`config.mk`:
```
export PLATFORM = sky130hd
export DESIGN_NAME = sfd_front
export DESIGN_NICKNAME = d
export VERILOG_FILES = /design/src/hw/rtl/assert_macros.svh /design/src/hw/rtl/sfd_pkg.sv /design/src/hw/rtl/sfd_front.sv
export SDC_FILE = /design/constraint.sdc
export NUM_CORES = 1
export LEC_CHECK = 0
export BUFFER_PORTS_ARGS = -buffer_cell sky130_fd_sc_hd__buf_2
export CAP_MARGIN = 20
export CORE_AREA = 2 2 87 122
export DETAILED_ROUTE_END_ITERATION = 8
export DIE_AREA = 0 0 89 124
export PLACE_DENSITY = 0.48
export SYNTH_ARGS = -nofsm -noshare
export SYNTH_HDL_FRONTEND = slang
export SYNTH_SLANG_ARGS = --single-unit
```
`constraint.sdc`:
```
create_clock -name clk -period 4.2 [get_ports clk]
set_input_delay 0.84 -clock clk [delete_from_list [all_inputs] [get_ports clk]]
set_output_delay 0.84 -clock clk [all_outputs]
set_load 0.01 [all_outputs]
```
`src/hw/rtl/assert_macros.svh`:
```
// assertion helpers
`ifndef ASSERT_MACROS_SVH
`define ASSERT_MACROS_SVH

`ifndef SYNTHESIS
`define ASSERT_CLK(lbl, clk, rstn, prop) \
  lbl: assert property (@(posedge clk) disable iff (!(rstn)) prop) \
    else $error("assertion failed");
`define ASSERT_NEVER(lbl, clk, rstn, cond) \
  lbl: assert property (@(posedge clk) disable iff (!(rstn)) !(cond)) \
    else $error("forbidden condition");
`else
`define ASSERT_CLK(lbl, clk, rstn, prop)
`define ASSERT_NEVER(lbl, clk, rstn, cond)
`endif

`endif

```
`src/hw/rtl/sfd_pkg.sv`:
```
package sfd_pkg;

  localparam int DRIVE_COUNT  = 4;
  localparam int IMAGE_BYTES  = 262144;
  localparam int BUFFER_BYTES = 512;

  localparam int DRV_W     = $clog2(DRIVE_COUNT);
  localparam int IMG_AW    = $clog2(IMAGE_BYTES);
  localparam int MEM_DEPTH = DRIVE_COUNT * IMAGE_BYTES;
  localparam int MEM_AW    = $clog2(MEM_DEPTH);
  localparam int BUF_AW    = $clog2(BUFFER_BYTES);
  localparam int CNT_W     = $clog2(BUFFER_BYTES + 1);
  localparam int LEN_W     = 9;
  localparam int QUEUE_DEPTH = 2;
  localparam int Q_AW      = $clog2(QUEUE_DEPTH);
  localparam int Q_CW      = $clog2(QUEUE_DEPTH + 1);

  localparam logic [2:0] OP_OPEN  = 3'd0;
  localparam logic [2:0] OP_CLOSE = 3'd1;
  localparam logic [2:0] OP_SEND  = 3'd2;
  localparam logic [2:0] OP_READ  = 3'd3;
  localparam logic [2:0] OP_LOAD  = 3'd4;

  localparam logic [2:0] REG_LOADED   = 3'd0;
  localparam logic [2:0] REG_WRITABLE = 3'd1;
  localparam logic [2:0] REG_TOTAL_LO = 3'd2;
  localparam logic [2:0] REG_TOTAL_HI = 3'd3;
  localparam logic [2:0] REG_FORMAT   = 3'd4;
  localparam logic [2:0] REG_SKIPS    = 3'd5;

  localparam logic [7:0] CH_1 = 8'h31;
  localparam logic [7:0] CH_A = 8'h41;
  localparam logic [7:0] CH_C = 8'h43;
  localparam logic [7:0] CH_E = 8'h45;
  localparam logic [7:0] CH_N = 8'h4e;
  localparam logic [7:0] CMD_STATUS = 8'h53;
  localparam logic [7:0] CMD_READ   = 8'h52;
  localparam logic [7:0] CMD_WRITE  = 8'h57;
  localparam logic [7:0] CMD_PUT    = 8'h50;
  localparam logic [7:0] CMD_FMT_SD = 8'h21;
  localparam logic [7:0] CMD_FMT_DD = 8'h22;

  localparam logic [7:0] ST_SPT26    = 8'h80;
  localparam logic [7:0] ST_DD       = 8'h20;
  localparam logic [7:0] ST_WRITABLE = 8'h04;
  localparam logic [7:0] ST_LOADED   = 8'hff;
  localparam logic [7:0] ST_EMPTY    = 8'h7f;
  localparam logic [7:0] ST_BYTE3    = 8'he0;
  localparam logic [7:0] ST_BYTE4    = 8'h00;

  localparam logic [12:0] DLY_FIRST = 13'(200 * 40);
  localparam logic [12:0] DLY_EARLY = 13'(4 * 40);
  localparam logic [12:0] DLY_NEXT  = 13'(2 * 40);
  localparam logic [12:0] DLY_CMD   = 13'(10 * 40);
  localparam logic [12:0] DLY_WRITE = 13'(80 * 40);

  localparam logic [LEN_W-1:0] LEN_SD = LEN_W'(128);
  localparam logic [LEN_W-1:0] LEN_DD = LEN_W'(256);
  localparam logic [BUF_AW-1:0] DATA_START = BUF_AW'(5);
  localparam logic [CNT_W-1:0] CMD_FRAME_LEN = CNT_W'(5);

  typedef struct packed {
    logic [2:0]  op;
    logic [7:0]  data_byte;
    logic        attention;
    logic [1:0]  load_drive;
    logic [17:0] load_address;
  } in_t;

  typedef struct packed {
    logic [7:0]  read_byte;
    logic        ready_request;
    logic [12:0] ready_delay;
    logic        reply_pending;
  } out_t;

  typedef struct packed {
    logic [3:0]  drive_loaded_mask;
    logic [3:0]  drive_writable_mask;
    logic [31:0] sector_total_pair_low;
    logic [31:0] sector_total_pair_high;
    logic [11:0] format_flags;
    logic [31:0] header_skips;
  } cfg_t;

  typedef enum logic [2:0] {
    CL_OPEN, CL_CLOSE, CL_SEND, CL_READ, CL_LOAD, CL_NONE
  } cls_t;

  typedef struct packed {
    cls_t cls;
    in_t  payload;
  } item_t;

  function automatic logic [7:0] sum_add(input logic [7:0] s, input logic [7:0] d);
    logic [8:0] t;
    t = {1'b0, s} + {1'b0, d};
    return t[7:0] + {7'd0, t[8]};
  endfunction

endpackage

```
`src/hw/rtl/sfd_front.sv`:
```
module sfd_front import sfd_pkg::*; (
  input  logic  clk,
  input  logic  rst_n,
  input  logic  start,
  input  in_t   in_data,
  output logic  busy,
  output logic  q_valid,
  output item_t q_item,
  input  logic  q_pop
);

  item_t           entry_r [QUEUE_DEPTH];
  logic [Q_AW-1:0] wr_ptr_r, rd_ptr_r;
  logic [Q_CW-1:0] count_r;
  logic            push;
  cls_t            cls;

  always_comb begin
    case (in_data.op)
      OP_OPEN:  cls = CL_OPEN;
      OP_CLOSE: cls = CL_CLOSE;
      OP_SEND:  cls = CL_SEND;
      OP_READ:  cls = CL_READ;
      OP_LOAD:  cls = CL_LOAD;
      default:  cls = CL_NONE;
    endcase
  end

  assign busy    = (count_r == Q_CW'(QUEUE_DEPTH));
  assign push    = start && !busy;
  assign q_valid = (count_r != '0);
  assign q_item  = entry_r[rd_ptr_r];

  always_ff @(posedge clk) begin
    if (push) begin
      entry_r[wr_ptr_r] <= '{cls: cls, payload: in_data};
    end
  end

  always_ff @(posedge clk) begin
    if (!rst_n) begin
      wr_ptr_r <= '0;
      rd_ptr_r <= '0;
      count_r  <= '0;
    end else begin
      if (push) begin
        wr_ptr_r <= wr_ptr_r + 1'b1;
      end
      if (q_pop) begin
        rd_ptr_r <= rd_ptr_r + 1'b1;
      end
      count_r <= count_r + Q_CW'(push) - Q_CW'(q_pop);
    end
  end

endmodule

```
Word-level counts from Yosys, hierarchy flattened
Memory sizes are Yosys's and may differ from the RTL's. A register that Yosys moved wholly into a read port is not among the register bits. Cells that the tools add are included. Widths: inputs -> output; s select.

Input port bits: 36. Register bits: 4. RAM bits: 70. Memories: 1. Logic and storage cells: 22.

Reductions and logical operators: 4. Eq/ne operators: 5. Muxes and demuxes: 5. Add/subtract/negate cells: 4.

Memory list: entry_r (words 2, width 35, rd ports 1, clocked after memory_dff 1, write ports 1, RTL line sfd_front.sv:12) `item_t entry_r [QUEUE_DEPTH];`.

Operators by type and width (number): $pmux 3 s5 (1); $eq 3x2->1 const B (2); $mux 1 (4); $eq 3x1->1 const B (1); $eq 3x3->1 const B (1); $logic_not 3->1 (1); $add 1x1->1 const B (2); $add 2x1->2 (1); $eq 2x2->1 const B (1); $reduce_bool 2->1 (1); $sub 2x1->2 (1); $logic_and 1x1->1 (1); $logic_not 1->1 (1).

Longest topological paths before layout
Depth after elaboration: 5. Gate-level depth with buffers: 8.

Worst setup path before layout
No wires, ideal clock.

Path type: input -> register. From: input start. To: memory entry_r[0][0] in the netlist's numbering, enable pin. Data arrival time: 2.412 ns. Setup time: 0.427 ns. Buffers on the path: 0. Setup slack: 1.361 ns. Stages on the path: 2. Path through: nand2_1 > nor2_1.

Longest elaborated chain between the ends: 3.

RTL lines: start: declaration (RTL line sfd_front.sv:4) `input logic start,`; $logic_and 1x1->1 (RTL line sfd_front.sv:30) `assign push = start && !busy;`; $mux 1 (RTL line sfd_front.sv:35) `if (push) begin`; $mux 1 (implied by the code) (RTL line sfd_front.sv:36) `entry_r[wr_ptr_r] <= '{cls: cls, payload: in_data};`; end: declaration (RTL line sfd_front.sv:12).

No other way between the ends.

==> impl_metrics.ini <==
[logic_synthesis]
synth.top_cell.area_share_pct = 71.9
synth_flop_cell = edfxtp_1
syn_inst = 137
ys_warn_count = 0
synth-seq-cells = 75
ys_types = 20
synth-seq-area-share_pct = 75.3
synth.net_count = 175
synth_edf_count = 70
yosysTopAreaCell = edfxtp_1
synth-async-reset-ratio_pct = 0
syn_avg_cell_area_um2 = 21.3
yosys-top-cells-area = edfxtp_1, mux2_4, dfxtp_1
syn-cell-area_um2 = 2920

[worst_setup_path]
rrSetupSlack_ns = 2.52
ff2ff_path_depth = 4
worstPathMaxFanout = 23
startpoint_type = register
critPathKind = reg2out
required_ns = 3.36
endpoint_kind = output port
r2r-end = entry_r[0][20]
rr_startpoint = count_r[0]
crit_arrival_ns = 2.01

[floorplanning]
core_um2 = 9900
ioPinCount = 73
start_util_pct = 29.5
dieArea_um2 = 11000
die_h_um = 124
core.rowCount = 43
chipWidth_um = 89

[final_layout]
final_cells = 355
drive_gt1_share_pct = 56.8
n_antenna_cell = 0
area_growth_pct = 26.4
finish.instance_area_um2 = 3700
nNetsFinal = 255
final_core_util_pct = 37.3

[run]
max_cap_viol_count = 0

[global_routing]
grt_util_met2_pct = 17.3
grt_pass1_vias = 1568
use_met3_pct = 2.58
use_met1_pct = 10.2
antenna_found_initial = 0
grt_max_degree = 36
grt_usage_pct = 10.0
grt_busiest_layer = met2
grt_first_pass_wirelength_mm = 7.75
grt_overflow_total = 0

[timing]
relSlewSlack_pct = 41.3
fin_crit_ns = 2.85
clock_skew_ns = 0.00379
post-route-period-util_pct = 68.0
setup_viol = 0
finalHoldViolCount = 0
tightest_slew_ns = 0.880
fin_tns_setup_ns = 0
rsz0062_at_grt = no
fmax_ghz = 0.350
drv_slew = 0

[clock_tree]
cts-root-buf = clkbuf_16
worstSkewPairLatency_ns = 0.33
cts_made_buffers = 9
cts_hold_buffers = 0
cts-htree-levels = 3
ctsResizeCount = 0
post_cts_buffers = 0
clk_pin_slew_ns = 0.05
cts_tree = yes
clock-sinks = 75
clockBufferDepth = 2

[routing]
dr_total_vias = 1455
drtAntennaViolNets = 0
avgViaCountPerCell = 4.10
drt_wl_total_mm = 5.02
drt_iter0_markers = 72
drcViolationCount = 0
wire_per_inst_um = 14.1
dr.pass1.iters = 4

[placement]
placed_cells = 340
globalplace.congestion = 0.699
io_buffers = 72
postPlaceCellArea_um2 = 3400
hpwl_mm = 3.36

[power]
p_per_area_nw_per_um2 = 557
cellLeakagePower_nw = 1.47
power.total_w = 0.00206
peakVddDrop_v = 0.000307

[worst_hold_path]
hold_end = rd_ptr_r
hp-start = rd_ptr_r
holdCritPathClass = reg2reg
holdPathStages = 2

[run_status]
outcome = finished clean
-- worst max-delay path: stages, from the launching register on --
cell and delay, ns:
dfxtp_2 0.81, buf_4 0.40, mux2_4 0.33, buf_2 0.14
-- report_power, final --
| group | internal [W] | switching [W] |
|---|---|---|
| Combinational | 0.000187 | 0.000177 |
| Sequential | 0.000948 | 0.0000420 |
| Clock | 0.000448 | 0.000257 |
| Total | 0.00158 | 0.000476 |
-- worst max path at each step --
stage / depth (start not counted) / slack, ns / endpoint
2_1_floorplan: 2 / 1.36 / entry_r[0][0]
3_3_place_gp: 3 / 1.64 / q_item[20]
3_5_place_dp: 3 / 1.63 / q_item[20]
4_1_cts: 3 / 1.27 / q_item[20]
5_1_grt: 3 / 1.20 / q_item[22]
6_report: 3 / 1.35 / q_item[24]
-- cells in the final DEF (no fill, tap or decap), drive strengths merged, types with 3 or more instances in the layout --
cell	synthesis	layout
buf	4	74
edfxtp	70	70
mux2	35	35
clkbuf	1	10
dfxtp	5	5
nor2	4	4
inv	3	3
clkinv	0	3
-- cell type report --
class	instances	area, µm²
clock inverters	4	43.8
multi-input cells	54	644
flip-flops and latches	75	2200
clock buffers	10	229
inverters	3	11.3
repair buffers	74	395
well taps	135	169
fillers	998	6200
-- state kept, by name (all words and copies together), names as in the netlist, named ones only --
register	flops
entry_r	70
count_r	2
wr_ptr_r	1
rd_ptr_r	1
-- stage by stage --
stage | worst slack [ns] | hold WS (ns)
after global routing | 1.20 | 0.550
final | 1.35 | 0.516
after floorplan | 1.36 | 0.455
after global placement | 1.64 | 0.496
after detailed placement | 1.63 | 0.504
after CTS | 1.27 | 0.518
-- cells in the mapped netlist, drive strengths merged, types with 2 or more instances --
cell type and count:
edfxtp 70, mux2 35, dfxtp 5, buf 4, nor2 4, inv 3, ha 2, nand2 2
nand2b 2, xnor2 2
-- routing by layer --
layer	share of wire (%)	up-vias
met5	0	-
met4	3.7	0
met3	3.6	13
met2	56	39
met1	37	723
li1	-	680
-- kinds of logic (layout without fill, tap and decap cells) --
| group | count (synthesis) | in the layout | share of synthesized area [%] |
|---|---|---|---|
| DFF | 75 | 75 | 75.3 |
| muxes | 36 | 36 | 17.7 |
| and+or+nand+nor | 12 | 12 | 2.05 |
| buffers and inverters | 8 | 91 | 2.95 |
| xor gates and xnor gates | 3 | 3 | 0.899 |
| adders and majority gates | 2 | 2 | 0.856 |
| AOI/OAI and AO/OA | 1 | 1 | 0.257 |
Power figures use the tool's default switching activity.
